**src/hw/rtl/mctt_pkg.sv**
```systemverilog
package mctt_pkg;

  // Fixed field widths
  localparam int unsigned ID_W   = 4;
  localparam int unsigned TIME_W = 16;
  localparam int unsigned ID_SLOTS = 16;

  // Parameter defaults
  localparam int unsigned NUM_TIMERS_DEF  = 16;
  localparam int unsigned COUNT_WIDTH_DEF = 16;

  typedef enum logic [1:0] {
    OP_TICK    = 2'd0,
    OP_SERVICE = 2'd1,
    OP_ADD     = 2'd2,
    OP_DELETE  = 2'd3
  } op_t;

  typedef enum logic [1:0] {
    STAT_OK        = 2'd0,
    STAT_NOT_FOUND = 2'd1,
    STAT_ACTIVE    = 2'd2
  } status_t;

  typedef enum logic [1:0] {
    ST_IDLE,
    ST_WALK,
    ST_DEL,
    ST_RESP
  } ctrl_state_t;

  // One timer entry: reload value and time left
  typedef struct packed {
    logic [TIME_W-1:0] period;
    logic [TIME_W-1:0] remaining;
  } timer_entry_t;

  // Order list ports
  typedef struct packed {
    logic            we;
    logic [ID_W-1:0] addr;
    logic [ID_W-1:0] data;
  } ord_wr_t;

  typedef struct packed {
    logic            re;
    logic [ID_W-1:0] addr;
  } ord_rd_t;

  // Timer memory ports
  typedef struct packed {
    logic         we;
    logic [ID_W-1:0] addr;
    timer_entry_t data;
  } tmr_wr_t;

  typedef struct packed {
    logic            re;
    logic [ID_W-1:0] addr;
  } tmr_rd_t;

endpackage

```
**src/hw/rtl/mctt_if.sv**
```systemverilog
// Input item channel
interface mctt_in_if import mctt_pkg::*; ();
  logic              valid;
  logic              ready;
  op_t               op;
  logic [ID_W-1:0]   timer_id;
  logic [TIME_W-1:0] period;
  logic [TIME_W-1:0] initial_remaining;

  modport source (output valid, op, timer_id, period, initial_remaining, input ready);
  modport sink   (input valid, op, timer_id, period, initial_remaining, output ready);
  modport mon    (input valid, ready, op, timer_id, period, initial_remaining);
endinterface

// Result channel
interface mctt_out_if import mctt_pkg::*; ();
  logic            valid;
  logic            ready;
  logic            kind;
  logic [ID_W-1:0] fired_id;
  status_t         status;
  logic            last;

  modport source (output valid, kind, fired_id, status, last, input ready);
  modport sink   (input valid, kind, fired_id, status, last, output ready);
  modport mon    (input valid, ready, kind, fired_id, status, last);
endinterface

// Configuration write channel
interface mctt_cfg_if import mctt_pkg::*; ();
  logic valid;
  logic ready;
  logic timer_enable;

  modport source (output valid, timer_enable, input ready);
  modport sink   (input valid, timer_enable, output ready);
  modport mon    (input valid, ready, timer_enable);
endinterface

```
**src/hw/rtl/multi_channel_periodic_timer_table_unit.sv**
```systemverilog
// Periodic timer table.
// in_ch carries one transaction per item: tick, service pass, add or delete.
// out_ch returns results; cfg_ch writes timer_enable (always ready).
// A tick returns nothing and leaves the block idle; the next item is taken at once.
// Add: the accepted item moves the block to ST_RESP, which loads the result once the output register is free.
// Delete: the order list is scanned one entry per cycle, then the status
// result follows; a delete of an inactive id skips the scan.
// Service: order-list read, timer read and update form a three-stage walk
// through the two memories, one timer per cycle while no stalled result
// halts it; an empty table returns its result without a walk. One fired id
// is held back so that the final result can carry last.
// One item is worked at a time; in_ch.ready is high only while idle.
// Results sit in an output register; while the receiver stalls the walk
// halts on the next fired timer and resumes when the register frees.
// Reset (rst_n low, synchronous) clears the count, the active flags, the
// enable and the output valid; the memories need no clearing pass.
module multi_channel_periodic_timer_table_unit import mctt_pkg::*; #(
  parameter int unsigned NUM_TIMERS  = NUM_TIMERS_DEF,
  parameter int unsigned COUNT_WIDTH = COUNT_WIDTH_DEF
) (
  input  logic      clk,
  input  logic      rst_n,
  mctt_in_if.sink   in_ch,
  mctt_out_if.source out_ch,
  mctt_cfg_if.sink  cfg_ch
);

  localparam int unsigned SLOTS  = (NUM_TIMERS < ID_SLOTS) ? NUM_TIMERS : ID_SLOTS;
  localparam int unsigned IDX_W  = (SLOTS > 1) ? $clog2(SLOTS) : 1;
  localparam int unsigned CNT_W  = $clog2(SLOTS + 1);
  localparam int unsigned WIDE_W = (COUNT_WIDTH > TIME_W) ? COUNT_WIDTH : TIME_W;
  localparam logic [ID_W:0]    SLOT_LIM = (ID_W + 1)'(SLOTS);
  localparam logic [CNT_W-1:0] CNT_FULL = CNT_W'(SLOTS);

  ctrl_state_t state_r, state_nxt;

  logic                   enable_r;
  logic [COUNT_WIDTH-1:0] elapsed_r, elapsed_nxt;
  logic [COUNT_WIDTH-1:0] now_r, now_nxt;
  logic [CNT_W-1:0]       count_r, count_nxt;
  logic [SLOTS-1:0]       flag_r, flag_nxt;
  logic [CNT_W-1:0]       scan_r, scan_nxt;
  logic                   ord_v_r, ord_v_nxt;
  logic [ID_W-1:0]        ord_idx_r, ord_idx_nxt;
  logic                   tmr_v_r, tmr_v_nxt;
  logic [ID_W-1:0]        tmr_id_r, tmr_id_nxt;
  logic                   found_r, found_nxt;
  logic [ID_W-1:0]        item_id_r, item_id_nxt;
  logic                   pend_v_r, pend_v_nxt;
  logic [ID_W-1:0]        pend_id_r, pend_id_nxt;
  status_t                resp_r, resp_nxt;

  logic            out_v_r, out_v_nxt;
  logic            out_kind_r, out_kind_nxt;
  logic [ID_W-1:0] out_id_r, out_id_nxt;
  status_t         out_status_r, out_status_nxt;
  logic            out_last_r, out_last_nxt;
  logic            out_load;

  ord_wr_t         ord_wr;
  ord_rd_t         ord_rd;
  logic [ID_W-1:0] ord_rdata;
  tmr_wr_t         tmr_wr;
  tmr_rd_t         tmr_rd;
  timer_entry_t    tmr_rdata;

  logic              in_acc;
  logic              out_free;
  logic              more;
  logic              fire;
  logic              stall;
  logic              walk_drained;
  logic              del_done;
  logic              id_ok;
  logic              id_flag;
  logic [WIDE_W-1:0] now_wide;
  logic [TIME_W-1:0] rem_left;

  // Memories
  mctt_order_mem #(.DEPTH(SLOTS)) u_order (
    .clk   (clk),
    .wr    (ord_wr),
    .rd    (ord_rd),
    .rdata (ord_rdata)
  );

  mctt_timer_mem #(.DEPTH(SLOTS)) u_timer (
    .clk   (clk),
    .wr    (tmr_wr),
    .rd    (tmr_rd),
    .rdata (tmr_rdata)
  );

  // Handshake and status terms
  assign in_ch.ready  = (state_r == ST_IDLE);
  assign cfg_ch.ready = 1'b1;
  assign in_acc       = in_ch.valid && in_ch.ready;
  assign out_free     = !out_v_r || out_ch.ready;
  assign more         = (scan_r < count_r);
  assign now_wide     = WIDE_W'(now_r);
  assign fire         = !(now_wide < WIDE_W'(tmr_rdata.remaining));
  assign rem_left     = tmr_rdata.remaining - TIME_W'(now_wide);
  assign stall        = tmr_v_r && fire && pend_v_r && !out_free;
  assign walk_drained = !more && !ord_v_r && !tmr_v_r;
  assign del_done     = !more && !ord_v_r;
  assign id_ok        = ({1'b0, in_ch.timer_id} < SLOT_LIM);
  assign id_flag      = flag_r[in_ch.timer_id[IDX_W-1:0]];

  // Next state
  always_comb begin
    state_nxt = state_r;
    case (state_r)
      ST_IDLE: begin
        if (in_acc) begin
          case (in_ch.op)
            OP_SERVICE: state_nxt = (count_r == '0) ? ST_RESP : ST_WALK;
            OP_ADD:     state_nxt = ST_RESP;
            OP_DELETE:  state_nxt = (id_ok && id_flag) ? ST_DEL : ST_RESP;
            default:    state_nxt = ST_IDLE;
          endcase
        end
      end
      ST_WALK: begin
        if (walk_drained && out_free) state_nxt = ST_IDLE;
      end
      ST_DEL: begin
        if (del_done) state_nxt = ST_RESP;
      end
      ST_RESP: begin
        if (out_free) state_nxt = ST_IDLE;
      end
      default: state_nxt = ST_IDLE;
    endcase
  end

  // Datapath, memory accesses and result loads
  always_comb begin
    elapsed_nxt    = elapsed_r;
    now_nxt        = now_r;
    count_nxt      = count_r;
    flag_nxt       = flag_r;
    scan_nxt       = scan_r;
    ord_v_nxt      = ord_v_r;
    ord_idx_nxt    = ord_idx_r;
    tmr_v_nxt      = tmr_v_r;
    tmr_id_nxt     = tmr_id_r;
    found_nxt      = found_r;
    item_id_nxt    = item_id_r;
    pend_v_nxt     = pend_v_r;
    pend_id_nxt    = pend_id_r;
    resp_nxt       = resp_r;
    out_load       = 1'b0;
    out_kind_nxt   = out_kind_r;
    out_id_nxt     = out_id_r;
    out_status_nxt = out_status_r;
    out_last_nxt   = out_last_r;
    ord_wr         = '0;
    ord_rd         = '0;
    tmr_wr         = '0;
    tmr_rd         = '0;

    case (state_r)
      ST_IDLE: begin
        if (in_acc) begin
          case (in_ch.op)
            OP_TICK: begin
              if (enable_r) elapsed_nxt = elapsed_r + COUNT_WIDTH'(1);
            end
            OP_SERVICE: begin
              resp_nxt = STAT_OK;
              if (count_r != '0) begin
                now_nxt     = elapsed_r;
                elapsed_nxt = '0;
                scan_nxt    = '0;
                pend_v_nxt  = 1'b0;
              end
            end
            OP_ADD: begin
              if (!id_ok) begin
                resp_nxt = STAT_NOT_FOUND;
              end else if (id_flag || count_r >= CNT_FULL) begin
                resp_nxt = STAT_ACTIVE;
              end else begin
                resp_nxt                            = STAT_OK;
                ord_wr.we                           = 1'b1;
                ord_wr.addr                         = ID_W'(count_r);
                ord_wr.data                         = in_ch.timer_id;
                tmr_wr.we                           = 1'b1;
                tmr_wr.addr                         = in_ch.timer_id;
                tmr_wr.data.period                  = in_ch.period;
                tmr_wr.data.remaining               = in_ch.initial_remaining;
                flag_nxt[in_ch.timer_id[IDX_W-1:0]] = 1'b1;
                count_nxt                           = count_r + CNT_W'(1);
              end
            end
            default: begin
              // delete
              if (!(id_ok && id_flag)) begin
                resp_nxt = STAT_NOT_FOUND;
              end else begin
                flag_nxt[in_ch.timer_id[IDX_W-1:0]] = 1'b0;
                item_id_nxt                         = in_ch.timer_id;
                scan_nxt                            = '0;
                found_nxt                           = 1'b0;
              end
            end
          endcase
        end
      end

      ST_WALK: begin
        if (!stall) begin
          // stage 1: read the next id from the order list
          if (more) begin
            ord_rd.re   = 1'b1;
            ord_rd.addr = ID_W'(scan_r);
            scan_nxt    = scan_r + CNT_W'(1);
            ord_v_nxt   = 1'b1;
          end else begin
            ord_v_nxt = 1'b0;
          end
          // stage 2: read that timer; ids are unique, so no clash with stage 3
          if (ord_v_r) begin
            tmr_rd.re   = 1'b1;
            tmr_rd.addr = ord_rdata;
            tmr_v_nxt   = 1'b1;
            tmr_id_nxt  = ord_rdata;
          end else begin
            tmr_v_nxt = 1'b0;
          end
          // stage 3: count down or reload, write back
          if (tmr_v_r) begin
            tmr_wr.we          = 1'b1;
            tmr_wr.addr        = tmr_id_r;
            tmr_wr.data.period = tmr_rdata.period;
            tmr_wr.data.remaining = fire ? tmr_rdata.period : rem_left;
            if (fire) begin
              // release the held fired id, hold the new one
              if (pend_v_r) begin
                out_load       = 1'b1;
                out_kind_nxt   = 1'b1;
                out_id_nxt     = pend_id_r;
                out_status_nxt = STAT_OK;
                out_last_nxt   = 1'b0;
              end
              pend_v_nxt  = 1'b1;
              pend_id_nxt = tmr_id_r;
            end
          end
        end
        // closing result of the pass
        if (walk_drained && out_free) begin
          out_load       = 1'b1;
          out_kind_nxt   = pend_v_r;
          out_id_nxt     = pend_v_r ? pend_id_r : '0;
          out_status_nxt = STAT_OK;
          out_last_nxt   = 1'b1;
          pend_v_nxt     = 1'b0;
        end
      end

      ST_DEL: begin
        // scan the order list, shift entries after the match down by one
        if (more) begin
          ord_rd.re   = 1'b1;
          ord_rd.addr = ID_W'(scan_r);
          scan_nxt    = scan_r + CNT_W'(1);
          ord_v_nxt   = 1'b1;
          ord_idx_nxt = ID_W'(scan_r);
        end else begin
          ord_v_nxt = 1'b0;
        end
        if (ord_v_r) begin
          if (found_r) begin
            ord_wr.we   = 1'b1;
            ord_wr.addr = ord_idx_r - ID_W'(1);
            ord_wr.data = ord_rdata;
          end else if (ord_rdata == item_id_r) begin
            found_nxt = 1'b1;
          end
        end
        if (del_done) begin
          count_nxt = count_r - CNT_W'(1);
          found_nxt = 1'b0;
          resp_nxt  = STAT_OK;
        end
      end

      ST_RESP: begin
        if (out_free) begin
          out_load       = 1'b1;
          out_kind_nxt   = 1'b0;
          out_id_nxt     = '0;
          out_status_nxt = resp_r;
          out_last_nxt   = 1'b1;
        end
      end

      default: begin
      end
    endcase
  end

  // Output register valid
  assign out_v_nxt = out_load ? 1'b1 : (out_ch.ready ? 1'b0 : out_v_r);

  // Control registers
  always_ff @(posedge clk) begin
    if (!rst_n) begin
      state_r    <= ST_IDLE;
      enable_r   <= 1'b0;
      elapsed_r  <= '0;
      count_r    <= '0;
      flag_r     <= '0;
      ord_v_r    <= 1'b0;
      tmr_v_r    <= 1'b0;
      found_r    <= 1'b0;
      pend_v_r   <= 1'b0;
      out_v_r    <= 1'b0;
    end else begin
      state_r    <= state_nxt;
      if (cfg_ch.valid) enable_r <= cfg_ch.timer_enable;
      elapsed_r  <= elapsed_nxt;
      count_r    <= count_nxt;
      flag_r     <= flag_nxt;
      ord_v_r    <= ord_v_nxt;
      tmr_v_r    <= tmr_v_nxt;
      found_r    <= found_nxt;
      pend_v_r   <= pend_v_nxt;
      out_v_r    <= out_v_nxt;
    end
  end

  // Payload registers
  always_ff @(posedge clk) begin
    now_r        <= now_nxt;
    scan_r       <= scan_nxt;
    ord_idx_r    <= ord_idx_nxt;
    tmr_id_r     <= tmr_id_nxt;
    item_id_r    <= item_id_nxt;
    pend_id_r    <= pend_id_nxt;
    resp_r       <= resp_nxt;
    out_kind_r   <= out_kind_nxt;
    out_id_r     <= out_id_nxt;
    out_status_r <= out_status_nxt;
    out_last_r   <= out_last_nxt;
  end

  assign out_ch.valid    = out_v_r;
  assign out_ch.kind     = out_kind_r;
  assign out_ch.fired_id = out_id_r;
  assign out_ch.status   = out_status_r;
  assign out_ch.last     = out_last_r;

endmodule

```
**src/hw/rtl/mctt_order_mem.sv**
```systemverilog
// Insertion-order list of timer ids, one write and one registered read port
module mctt_order_mem import mctt_pkg::*; #(
  parameter int unsigned DEPTH = ID_SLOTS
) (
  input  logic            clk,
  input  ord_wr_t         wr,
  input  ord_rd_t         rd,
  output logic [ID_W-1:0] rdata
);

  localparam int unsigned IDX_W = (DEPTH > 1) ? $clog2(DEPTH) : 1;

  logic [ID_W-1:0] mem [DEPTH];
  logic [ID_W-1:0] rdata_r;

  always_ff @(posedge clk) begin
    if (wr.we) begin
      mem[wr.addr[IDX_W-1:0]] <= wr.data;
    end
    // read data holds while no read is issued
    if (rd.re) begin
      rdata_r <= mem[rd.addr[IDX_W-1:0]];
    end
  end

  assign rdata = rdata_r;

endmodule

```
**src/hw/rtl/mctt_timer_mem.sv**
```systemverilog
// Per-id period and remaining time, one write and one registered read port
module mctt_timer_mem import mctt_pkg::*; #(
  parameter int unsigned DEPTH = ID_SLOTS
) (
  input  logic         clk,
  input  tmr_wr_t      wr,
  input  tmr_rd_t      rd,
  output timer_entry_t rdata
);

  localparam int unsigned IDX_W = (DEPTH > 1) ? $clog2(DEPTH) : 1;

  timer_entry_t mem [DEPTH];
  timer_entry_t rdata_r;

  always_ff @(posedge clk) begin
    if (wr.we) begin
      mem[wr.addr[IDX_W-1:0]] <= wr.data;
    end
    // read data holds while no read is issued
    if (rd.re) begin
      rdata_r <= mem[rd.addr[IDX_W-1:0]];
    end
  end

  assign rdata = rdata_r;

endmodule

```
**src/flat_wrapper.sv**
```systemverilog
// flat-port wrapper written by rule: the top's interface ports become plain ports
module multi_channel_periodic_timer_table_unit_flat import mctt_pkg::*;
#(
  parameter int unsigned NUM_TIMERS  = NUM_TIMERS_DEF,
  parameter int unsigned COUNT_WIDTH = COUNT_WIDTH_DEF
)
  (clk, rst_n, in_ch_valid, in_ch_op, in_ch_timer_id, in_ch_period, in_ch_initial_remaining, in_ch_ready, out_ch_valid, out_ch_kind, out_ch_fired_id, out_ch_status, out_ch_last, out_ch_ready, cfg_ch_valid, cfg_ch_timer_enable, cfg_ch_ready);
  mctt_in_if in_ch_i ();
  mctt_out_if out_ch_i ();
  mctt_cfg_if cfg_ch_i ();
  input  logic clk;
  input  logic rst_n;
  input wire logic [$bits(in_ch_i.valid)-1:0] in_ch_valid;
  input wire logic [$bits(in_ch_i.op)-1:0] in_ch_op;
  input wire logic [$bits(in_ch_i.timer_id)-1:0] in_ch_timer_id;
  input wire logic [$bits(in_ch_i.period)-1:0] in_ch_period;
  input wire logic [$bits(in_ch_i.initial_remaining)-1:0] in_ch_initial_remaining;
  output wire logic [$bits(in_ch_i.ready)-1:0] in_ch_ready;
  output wire logic [$bits(out_ch_i.valid)-1:0] out_ch_valid;
  output wire logic [$bits(out_ch_i.kind)-1:0] out_ch_kind;
  output wire logic [$bits(out_ch_i.fired_id)-1:0] out_ch_fired_id;
  output wire logic [$bits(out_ch_i.status)-1:0] out_ch_status;
  output wire logic [$bits(out_ch_i.last)-1:0] out_ch_last;
  input wire logic [$bits(out_ch_i.ready)-1:0] out_ch_ready;
  input wire logic [$bits(cfg_ch_i.valid)-1:0] cfg_ch_valid;
  input wire logic [$bits(cfg_ch_i.timer_enable)-1:0] cfg_ch_timer_enable;
  output wire logic [$bits(cfg_ch_i.ready)-1:0] cfg_ch_ready;
  assign in_ch_i.valid = in_ch_valid;
  assign in_ch_i.op = in_ch_op;
  assign in_ch_i.timer_id = in_ch_timer_id;
  assign in_ch_i.period = in_ch_period;
  assign in_ch_i.initial_remaining = in_ch_initial_remaining;
  assign in_ch_ready = in_ch_i.ready;
  assign out_ch_valid = out_ch_i.valid;
  assign out_ch_kind = out_ch_i.kind;
  assign out_ch_fired_id = out_ch_i.fired_id;
  assign out_ch_status = out_ch_i.status;
  assign out_ch_last = out_ch_i.last;
  assign out_ch_i.ready = out_ch_ready;
  assign cfg_ch_i.valid = cfg_ch_valid;
  assign cfg_ch_i.timer_enable = cfg_ch_timer_enable;
  assign cfg_ch_ready = cfg_ch_i.ready;
  multi_channel_periodic_timer_table_unit #(.NUM_TIMERS(NUM_TIMERS), .COUNT_WIDTH(COUNT_WIDTH)) u_core (.clk(clk), .rst_n(rst_n), .in_ch(in_ch_i), .out_ch(out_ch_i), .cfg_ch(cfg_ch_i));
endmodule
```
**config.mk**
```make
export PLATFORM = sky130hd
export DESIGN_NAME = multi_channel_periodic_timer_table_unit_flat
export DESIGN_NICKNAME = d
export VERILOG_FILES = /design/src/hw/rtl/mctt_pkg.sv /design/src/hw/rtl/mctt_if.sv /design/src/hw/rtl/multi_channel_periodic_timer_table_unit.sv /design/src/hw/rtl/mctt_order_mem.sv /design/src/hw/rtl/mctt_timer_mem.sv /design/src/flat_wrapper.sv
export SDC_FILE = /design/constraint.sdc
export NUM_CORES = 1
export LEC_CHECK = 0
export ABC_AREA = 0
export BUFFER_PORTS_ARGS = -buffer_cell sky130_fd_sc_hd__buf_4
export CORE_AREA = 4 4 297 299
export CTS_CLUSTER_SIZE = 30
export DETAILED_ROUTE_END_ITERATION = 10
export DIE_AREA = 0 0 301 303
export PLACE_DENSITY = 0.48
export SLEW_MARGIN = 25
export SYNTH_ARGS = -nofsm -noshare
export SYNTH_HDL_FRONTEND = slang
export SYNTH_SLANG_ARGS = --single-unit
```
**constraint.sdc**
```tcl
create_clock -name clk -period 13.95 [get_ports clk]
set_input_delay 2.79 -clock clk [delete_from_list [all_inputs] [get_ports clk]]
set_output_delay 2.79 -clock clk [all_outputs]
set_load 0.03 [all_outputs]
```
==> results of run 1 <==
critical path, cell delays in order:
cell      delay [ns]
buf_4           0.21
mux4_2          0.51
mux4_2          0.55
nor2_2          0.16
and3_2          0.19
buf_4           0.63
o211ai_1        0.51
nor2_4          0.66
buf_4           0.44
cells in the mapped netlist, drive strengths merged (4+ instances only):
cell type | number | area share, %
edfxtp | 659 | 66
mux2i | 227 | 7.7
nand2 | 137 | 1.7
nor2 | 110 | 1.4
clkbuf | 80 | 1.0
a21oi | 65 | 1.1
o22ai | 64 | 1.3
dfxtp | 45 | 3.0
o211ai | 43 | 1.1
inv | 42 | 0.53
o21ai | 39 | 0.67
a211oi | 38 | 1.5
ha | 38 | 1.6
a2bb2oi | 33 | 1.3
a32o | 33 | 1.1
buf | 33 | 0.78
and2 | 22 | 0.46
a22o | 21 | 0.65
xor2 | 21 | 0.62
nand3 | 19 | 0.32
xnor2 | 18 | 0.53
nor2b | 16 | 0.34
nand2b | 15 | 0.31
nand4 | 12 | 0.25
nor3 | 10 | 0.18
o21a | 10 | 0.25
a21boi | 9 | 0.23
mux4 | 9 | 0.68
a31oi | 8 | 0.17
o31ai | 8 | 0.20
a22oi | 7 | 0.18
a21o | 6 | 0.15
and3 | 6 | 0.13
a221o | 5 | 0.17
nor4 | 5 | 0.10
o32ai | 5 | 0.15
or3 | 5 | 0.10
a32oi | 4 | 0.12
or2 | 4 | 0.084
kinds of logic after synthesis:
family | count (synthesis) | share of synthesized area (%)
flops | 704 | 69.4
simple gates | 373 | 5.80
other cells | 1 | 0.0126
xor+xnor | 39 | 1.15
fa+ha+maj | 40 | 1.73
mux | 237 | 8.40
buf+inv | 156 | 2.33
compound gates | 422 | 11.1
worst max-delay path by stage:
stage                                 start                             endpoint  slack [ns]
after detailed placement  in_ch_timer_id[0]  u_core.u_timer.mem[0][27]$_DFFE_PP_        6.92
final                     in_ch_timer_id[0]  u_core.u_timer.mem[0][27]$_DFFE_PP_        7.53
after CTS                 in_ch_timer_id[0]  u_core.u_timer.mem[0][27]$_DFFE_PP_        7.58
after global placement    in_ch_timer_id[0]  u_core.u_timer.mem[4][19]$_DFFE_PP_        6.96
after global routing           out_ch_ready   u_core.u_timer.rdata[29]$_DFFE_PP_        7.40
after floorplan           in_ch_timer_id[0]  u_core.u_timer.mem[15][0]$_DFFE_PP_        7.34
power breakdown:
group | internal [mW] | switching (mW)
combinational | 0.260 | 0.467
clock | 1.14 | 0.830
sequential | 2.41 | 0.0635
total | 3.81 | 1.36
layout make-up:
class                   instances  area, sq um
flip-flops and latches        704        20700
well taps                    1144         1430
multi-input cells            1112         8620
clock inverters                41          330
diodes                          2         5.00
clock buffers                  97         2130
repair buffers                 96          721
inverters                      43          161
fillers                      7932        51100
flip-flops by register name (all words and copies together) (netlist names), 2 cells and up, named ones only:
register / cells
u_core.u_order.mem: 64
u_core.out_ch.fired_id: 4
u_core.u_timer.mem: 512
u_core.state_r: 2
u_core.tmr_id_r: 4
u_core.resp_r: 2
u_core.u_timer.rdata: 32
u_core.count_r: 5
u_core.out_ch.status: 2
u_core.now_r: 16
u_core.item_id_r: 4
u_core.pend_id_r: 4
u_core.ord_idx_r: 4
u_core.elapsed_r: 16
u_core.u_order.rdata: 4
u_core.scan_r: 5
per-layer routing:
layer / track usage (%) / routed length (um) / part of all wire [%]
met1: 24.7 / 36900 / 46
met2: 27.8 / 36900 / 46
met3: 3.35 / 4320 / 5.4
met4: 5.55 / 2380 / 2.9
met5: 0 / 13 / 0.016
stage by stage:
| step | cell area (sq um) | setup slack, ns | hold WS (ns) |
|---|---|---|---|
| 6_report | 34100 | 7.53 | 0.460 |
| 5_1_grt | 34100 | 7.40 | 0.474 |
| 4_1_cts | 34100 | 7.58 | 0.460 |
| 3_5_place_dp | 31600 | 6.92 | 0.447 |
| 3_3_place_gp | 31600 | 6.96 | 0.441 |
| 2_1_floorplan | 29800 | 7.34 | 0.424 |
==> results.cfg, run 1 <==
[sta]
final-hold-violation-count = 0
worst_pin_slew_ns = 1.11
slew_violations = 0
tns_ns = 0
slew-limit-headroom_pct = 26.2
finClkSkew_ns = 0.0435
rsz0062_at_grt = false
finalSetupViolations = 0
period_needed_ns = 6.42
clock.fmax_ghz = 0.156
timing.final.crit_share_pct = 46.0

[cells_and_area]
area_growth_pct = 14.4
final_nets = 2121
final_util_pct = 40.0
layout_common_cells = edfxtp_1, mux2i_1, nand2_1, buf_4, nor2_1
fin_cells = 3239
final_common_cell = edfxtp_1
drive_above_1_share_pct = 14.9

[power]
power.total_mw = 5.17
power_density_nw_per_um2 = 152
p_leak_nw = 11.7
ir_worst_vdd_v = 0.0000888

[setup_path]
cp.arrival_ns = 6.70
r2r-end = u_core.u_timer.rdata[21]$_DFFE_PP_
path_class = primary input to flop
critical_path.max_fanout = 58
start_kind = primary input
r2r_cells = 13
end_kind = flop
r2r_start = u_core.now_r[0]$_DFFE_PP_
worst-r2r-setup-slack_ns = 8.51
cp.required_ns = 14.24

[grt]
grt_usage_pct = 17.6
antenna_found_initial = 2
grt_max_degree = 64
grt_pass1_vias = 17300
grt_pass1_wl_mm = 118
grt_overflow = 0

[yosys]
synth-edff-count = 659
synth-async-reset-ratio_pct = 0
syn_avg_cell_area_sq_um = 15.1
syn_area_sq_um = 29800
syn-instance-count = 1972
synth_fp_nets = 2056
ys_ff_latch = 704
ys.warnings.count = 0
synthFlopType = edfxtp_1
yosysUniqueCellTypes = 80
seq_area_frac_synth_pct = 69.4

[clocking]
cts_tree = done
cts_num_sinks = 704
htree_levels = 3
postCtsSetupBuffers = 0
hold_buffers = 0
clk_path_buf_depth = 3
cts_repair_resize_count = 0
root_buffer = clkbuf_16
path_clk_slew_ns = 0.05
clk_latency_ns = 0.64
numCtsBuffers = 80

[worst_hold_path]
hold_path.startpoint = u_core.elapsed_r[15]$_SDFFE_PN0P_
hold_path_depth = 0
min_to = u_core.now_r[15]$_DFFE_PP_
hold_path_class = flop to flop

[floorplanning]
die_y_um = 303
fp.dieArea_sq_um = 91200
row_count = 107
die_w_um = 301
core_region_area_sq_um = 85100
initial_core_util_pct = 35.0
num_io_pins = 55

[placed_design]
place_congestion = 0.802
dp.cells = 3099
io_buffers = 53
post-dp-hpwl_mm = 48.1

[drt]
vias = 17300
firstDrtPassIters = 5
vias_per_cell = 5.34
drc = 0
drt_iter0_drc = 1242
ant_nets = 0
wl_per_cell_um = 24.9
routed_wl_mm = 80.6

[run]
cap_violations = 0

[run_status]
status = completed
Power figures use the tool's default switching activity.
==> run 2, diff against run 1 <==
==> constraint.sdc (replaced) <==
create_clock -name clk -period 6.06 [get_ports clk]
set_input_delay 1.212 -clock clk [delete_from_list [all_inputs] [get_ports clk]]
set_output_delay 1.212 -clock clk [all_outputs]
set_load 0.03 [all_outputs]
==> run 2 against run 1 <==
Cell count rose by 0.56%; clock power up 130%; sequential cell count stayed put; power increased by 130%; critical path depth rose by 5; hold slack better by 0.0020 ns; die area is the same; clock-buffer cell count shrank 1; largest cell class unchanged.
==> results.cfg, run 2 (synthesized netlist as in run 1, its figures left out) <==
[run_status]
status = completed

[floorplanning]
die_y_um = 303
core_region_area_sq_um = 85100
fp.dieArea_sq_um = 91200
row_count = 107
die_w_um = 301
initial_core_util_pct = 35.0
num_io_pins = 55

[setup_path]
crit_slowest_cell = a21oi_1
cp.depth = 14
path_class = flop to flop
crit_start = u_core.u_timer.rdata[0]$_DFFE_PP_
crit_path_frequent_cell = buf_4
r2r_start = u_core.u_timer.rdata[0]$_DFFE_PP_
cp.required_ns = 6.41
r2r-end = u_core.u_timer.mem[4][5]$_DFFE_PP_
cp_slowest_stage_delay_ns = 0.65
crit_family = compound AO/OA/AOI/OAI gates
critical_path.max_fanout = 25
crit_chain = inv_1 > ha_1 > fa_1 > nand2b_1 > a211oi_1 > o21ai_1 > a221oi_4 > buf_4 > nand2_1 > a32oi_1 > nor2_1 > a21oi_1 > nor2_4 > buf_4
end_kind = flop
worst-r2r-setup-slack_ns = 1.35
r2r_cells = 14
crit_end = u_core.u_timer.mem[4][5]$_DFFE_PP_
start_kind = flop
path_buf_inv = 3
cp.arrival_ns = 5.07

[power]
ir_worst_vdd_v = 0.000243
power_density_nw_per_um2 = 348
p_leak_nw = 11.8

[sta]
slew-limit-headroom_pct = 31.5
clock.fmax_ghz = 0.212
period_needed_ns = 4.71
tns_ns = 0
finalSetupViolations = 0
finClkSkew_ns = 0.0310
timing.final.crit_share_pct = 77.8
slew_violations = 0
worst_pin_slew_ns = 1.03
final-hold-violation-count = 0
rsz0062_at_grt = false

[clocking]
hold_buffers = 0
cts_tree = done
cts_repair_resize_count = 0
root_buffer = clkbuf_16
clk_latency_ns = 0.63
cts_num_sinks = 704
path_clk_slew_ns = 0.06
clk_path_buf_depth = 3
postCtsSetupBuffers = 0
numCtsBuffers = 79
htree_levels = 3

[cells_and_area]
drive_above_1_share_pct = 15.3
largest_reg_flops = 512
area_growth_pct = 15.1
multiInputGateArea_sq_um = 8610
fin_cells = 3257
final_nets = 2133
num-fill-cells = 7872
layout_common_cells = edfxtp_1, mux2i_1, nand2_1, buf_4, nor2_1
final_common_cell = edfxtp_1
final-seq-area_sq_um = 20700

[drt]
ant_nets = 0
drt_iter0_drc = 1099
drc = 0
routed_wl_mm = 80.9
wl_per_cell_um = 24.8
vias = 17100
vias_per_cell = 5.27
firstDrtPassIters = 5

[placed_design]
place_congestion = 0.805
post-dp-hpwl_mm = 50.8
dp.cells = 3112
io_buffers = 53

[grt]
grt_pass1_wl_mm = 119
grt_usage_pct = 17.7
antenna_found_initial = 2
grt_max_degree = 97
grt_pass1_vias = 17400
grt_overflow = 0

[worst_hold_path]
hold_path_class = flop to flop

[run]
cap_violations = 0
==> run 2: cell types whose count changed in the layout (fill, tap and decap cells not counted), moves of 2 or more <==
cell	change
buf_4	+4
buf_12	+6
buf_16	+3
inv_6	+2
clkinvlp_4	+2
clkbuf_16	-3
o21ai_2	-2
clkinv_1	+2
clkbuf_1	+2
==> run 2: worst register-to-register path: stages (launching register included) <==
cell	delay [ns]
edfxtp_1	0.32
inv_1	0.04
ha_1	0.21
fa_1	0.39
nand2b_1	0.18
a211oi_1	0.36
o21ai_1	0.35
a221oi_4	0.52
buf_4	0.40
nand2_1	0.12
a32oi_1	0.20
nor2_1	0.07
a21oi_1	0.65
nor2_4	0.27
buf_4	0.33
==> run 2: worst min path at each step <==
stage	start	end	slack, ns	depth (start not counted)
global route	u_core.elapsed_r[10]$_SDFFE_PN0P_	u_core.now_r[10]$_DFFE_PP_	0.49	0
floorplan	u_core.u_order.rdata[1]$_DFFE_PP_	u_core.tmr_id_r[1]$_DFFE_PP_	0.42	0
detailed placement	u_core.elapsed_r[15]$_SDFFE_PN0P_	u_core.now_r[15]$_DFFE_PP_	0.45	0
finish	u_core.elapsed_r[15]$_SDFFE_PN0P_	u_core.now_r[15]$_DFFE_PP_	0.46	0
global placement	u_core.elapsed_r[15]$_SDFFE_PN0P_	u_core.now_r[15]$_DFFE_PP_	0.45	0
CTS	u_core.elapsed_r[15]$_SDFFE_PN0P_	u_core.now_r[15]$_DFFE_PP_	0.47	0
==> run 2: per-layer routing <==
layer	global-route usage (%)	up-vias	part of all wire [%]	routed length (um)
met1	23.9	8741	45	36300
met5	0	-	0	0
met4	6.53	0	3.4	2710
met2	28.8	432	47	38100
met3	2.88	111	4.7	3840
li1	-	7865	-	-
==> run 2: layout make-up <==
class                           instances  share of cell area [%]
Clock buffer                           96                    6.01
Clock inverter                         47                    1.12
Inverter                               43                   0.471
Multi-Input combinational cell       1112                    25.1
Tap cell                             1144                    4.17
Antenna cell                            2                  0.0146
Sequential cell                       704                    60.3
Timing Repair Buffer                  109                    2.78
==> run 2: through the flow <==
step	power (mW)	util, %	hold slack [ns]	worst slack [ns]	instance area, sq um
3_3_place_gp	7.47	37.3	0.445	0.921	31800
3_5_place_dp	7.51	37.4	0.451	0.949	31800
5_1_grt	12.4	40.3	0.488	1.13	34300
6_report	11.9	40.3	0.462	1.35	34300
4_1_cts	12.1	40.3	0.468	1.38	34300
2_1_floorplan	6.90	-	0.424	1.03	29800
==> run 2: report_power, final <==
group | total [mW] | internal, mW | switching, mW
Sequential | 5.68 | 5.55 | 0.137
Combinational | 1.71 | 0.610 | 1.10
Clock | 4.53 | 2.57 | 1.96
Total | 11.9 | 8.73 | 3.20
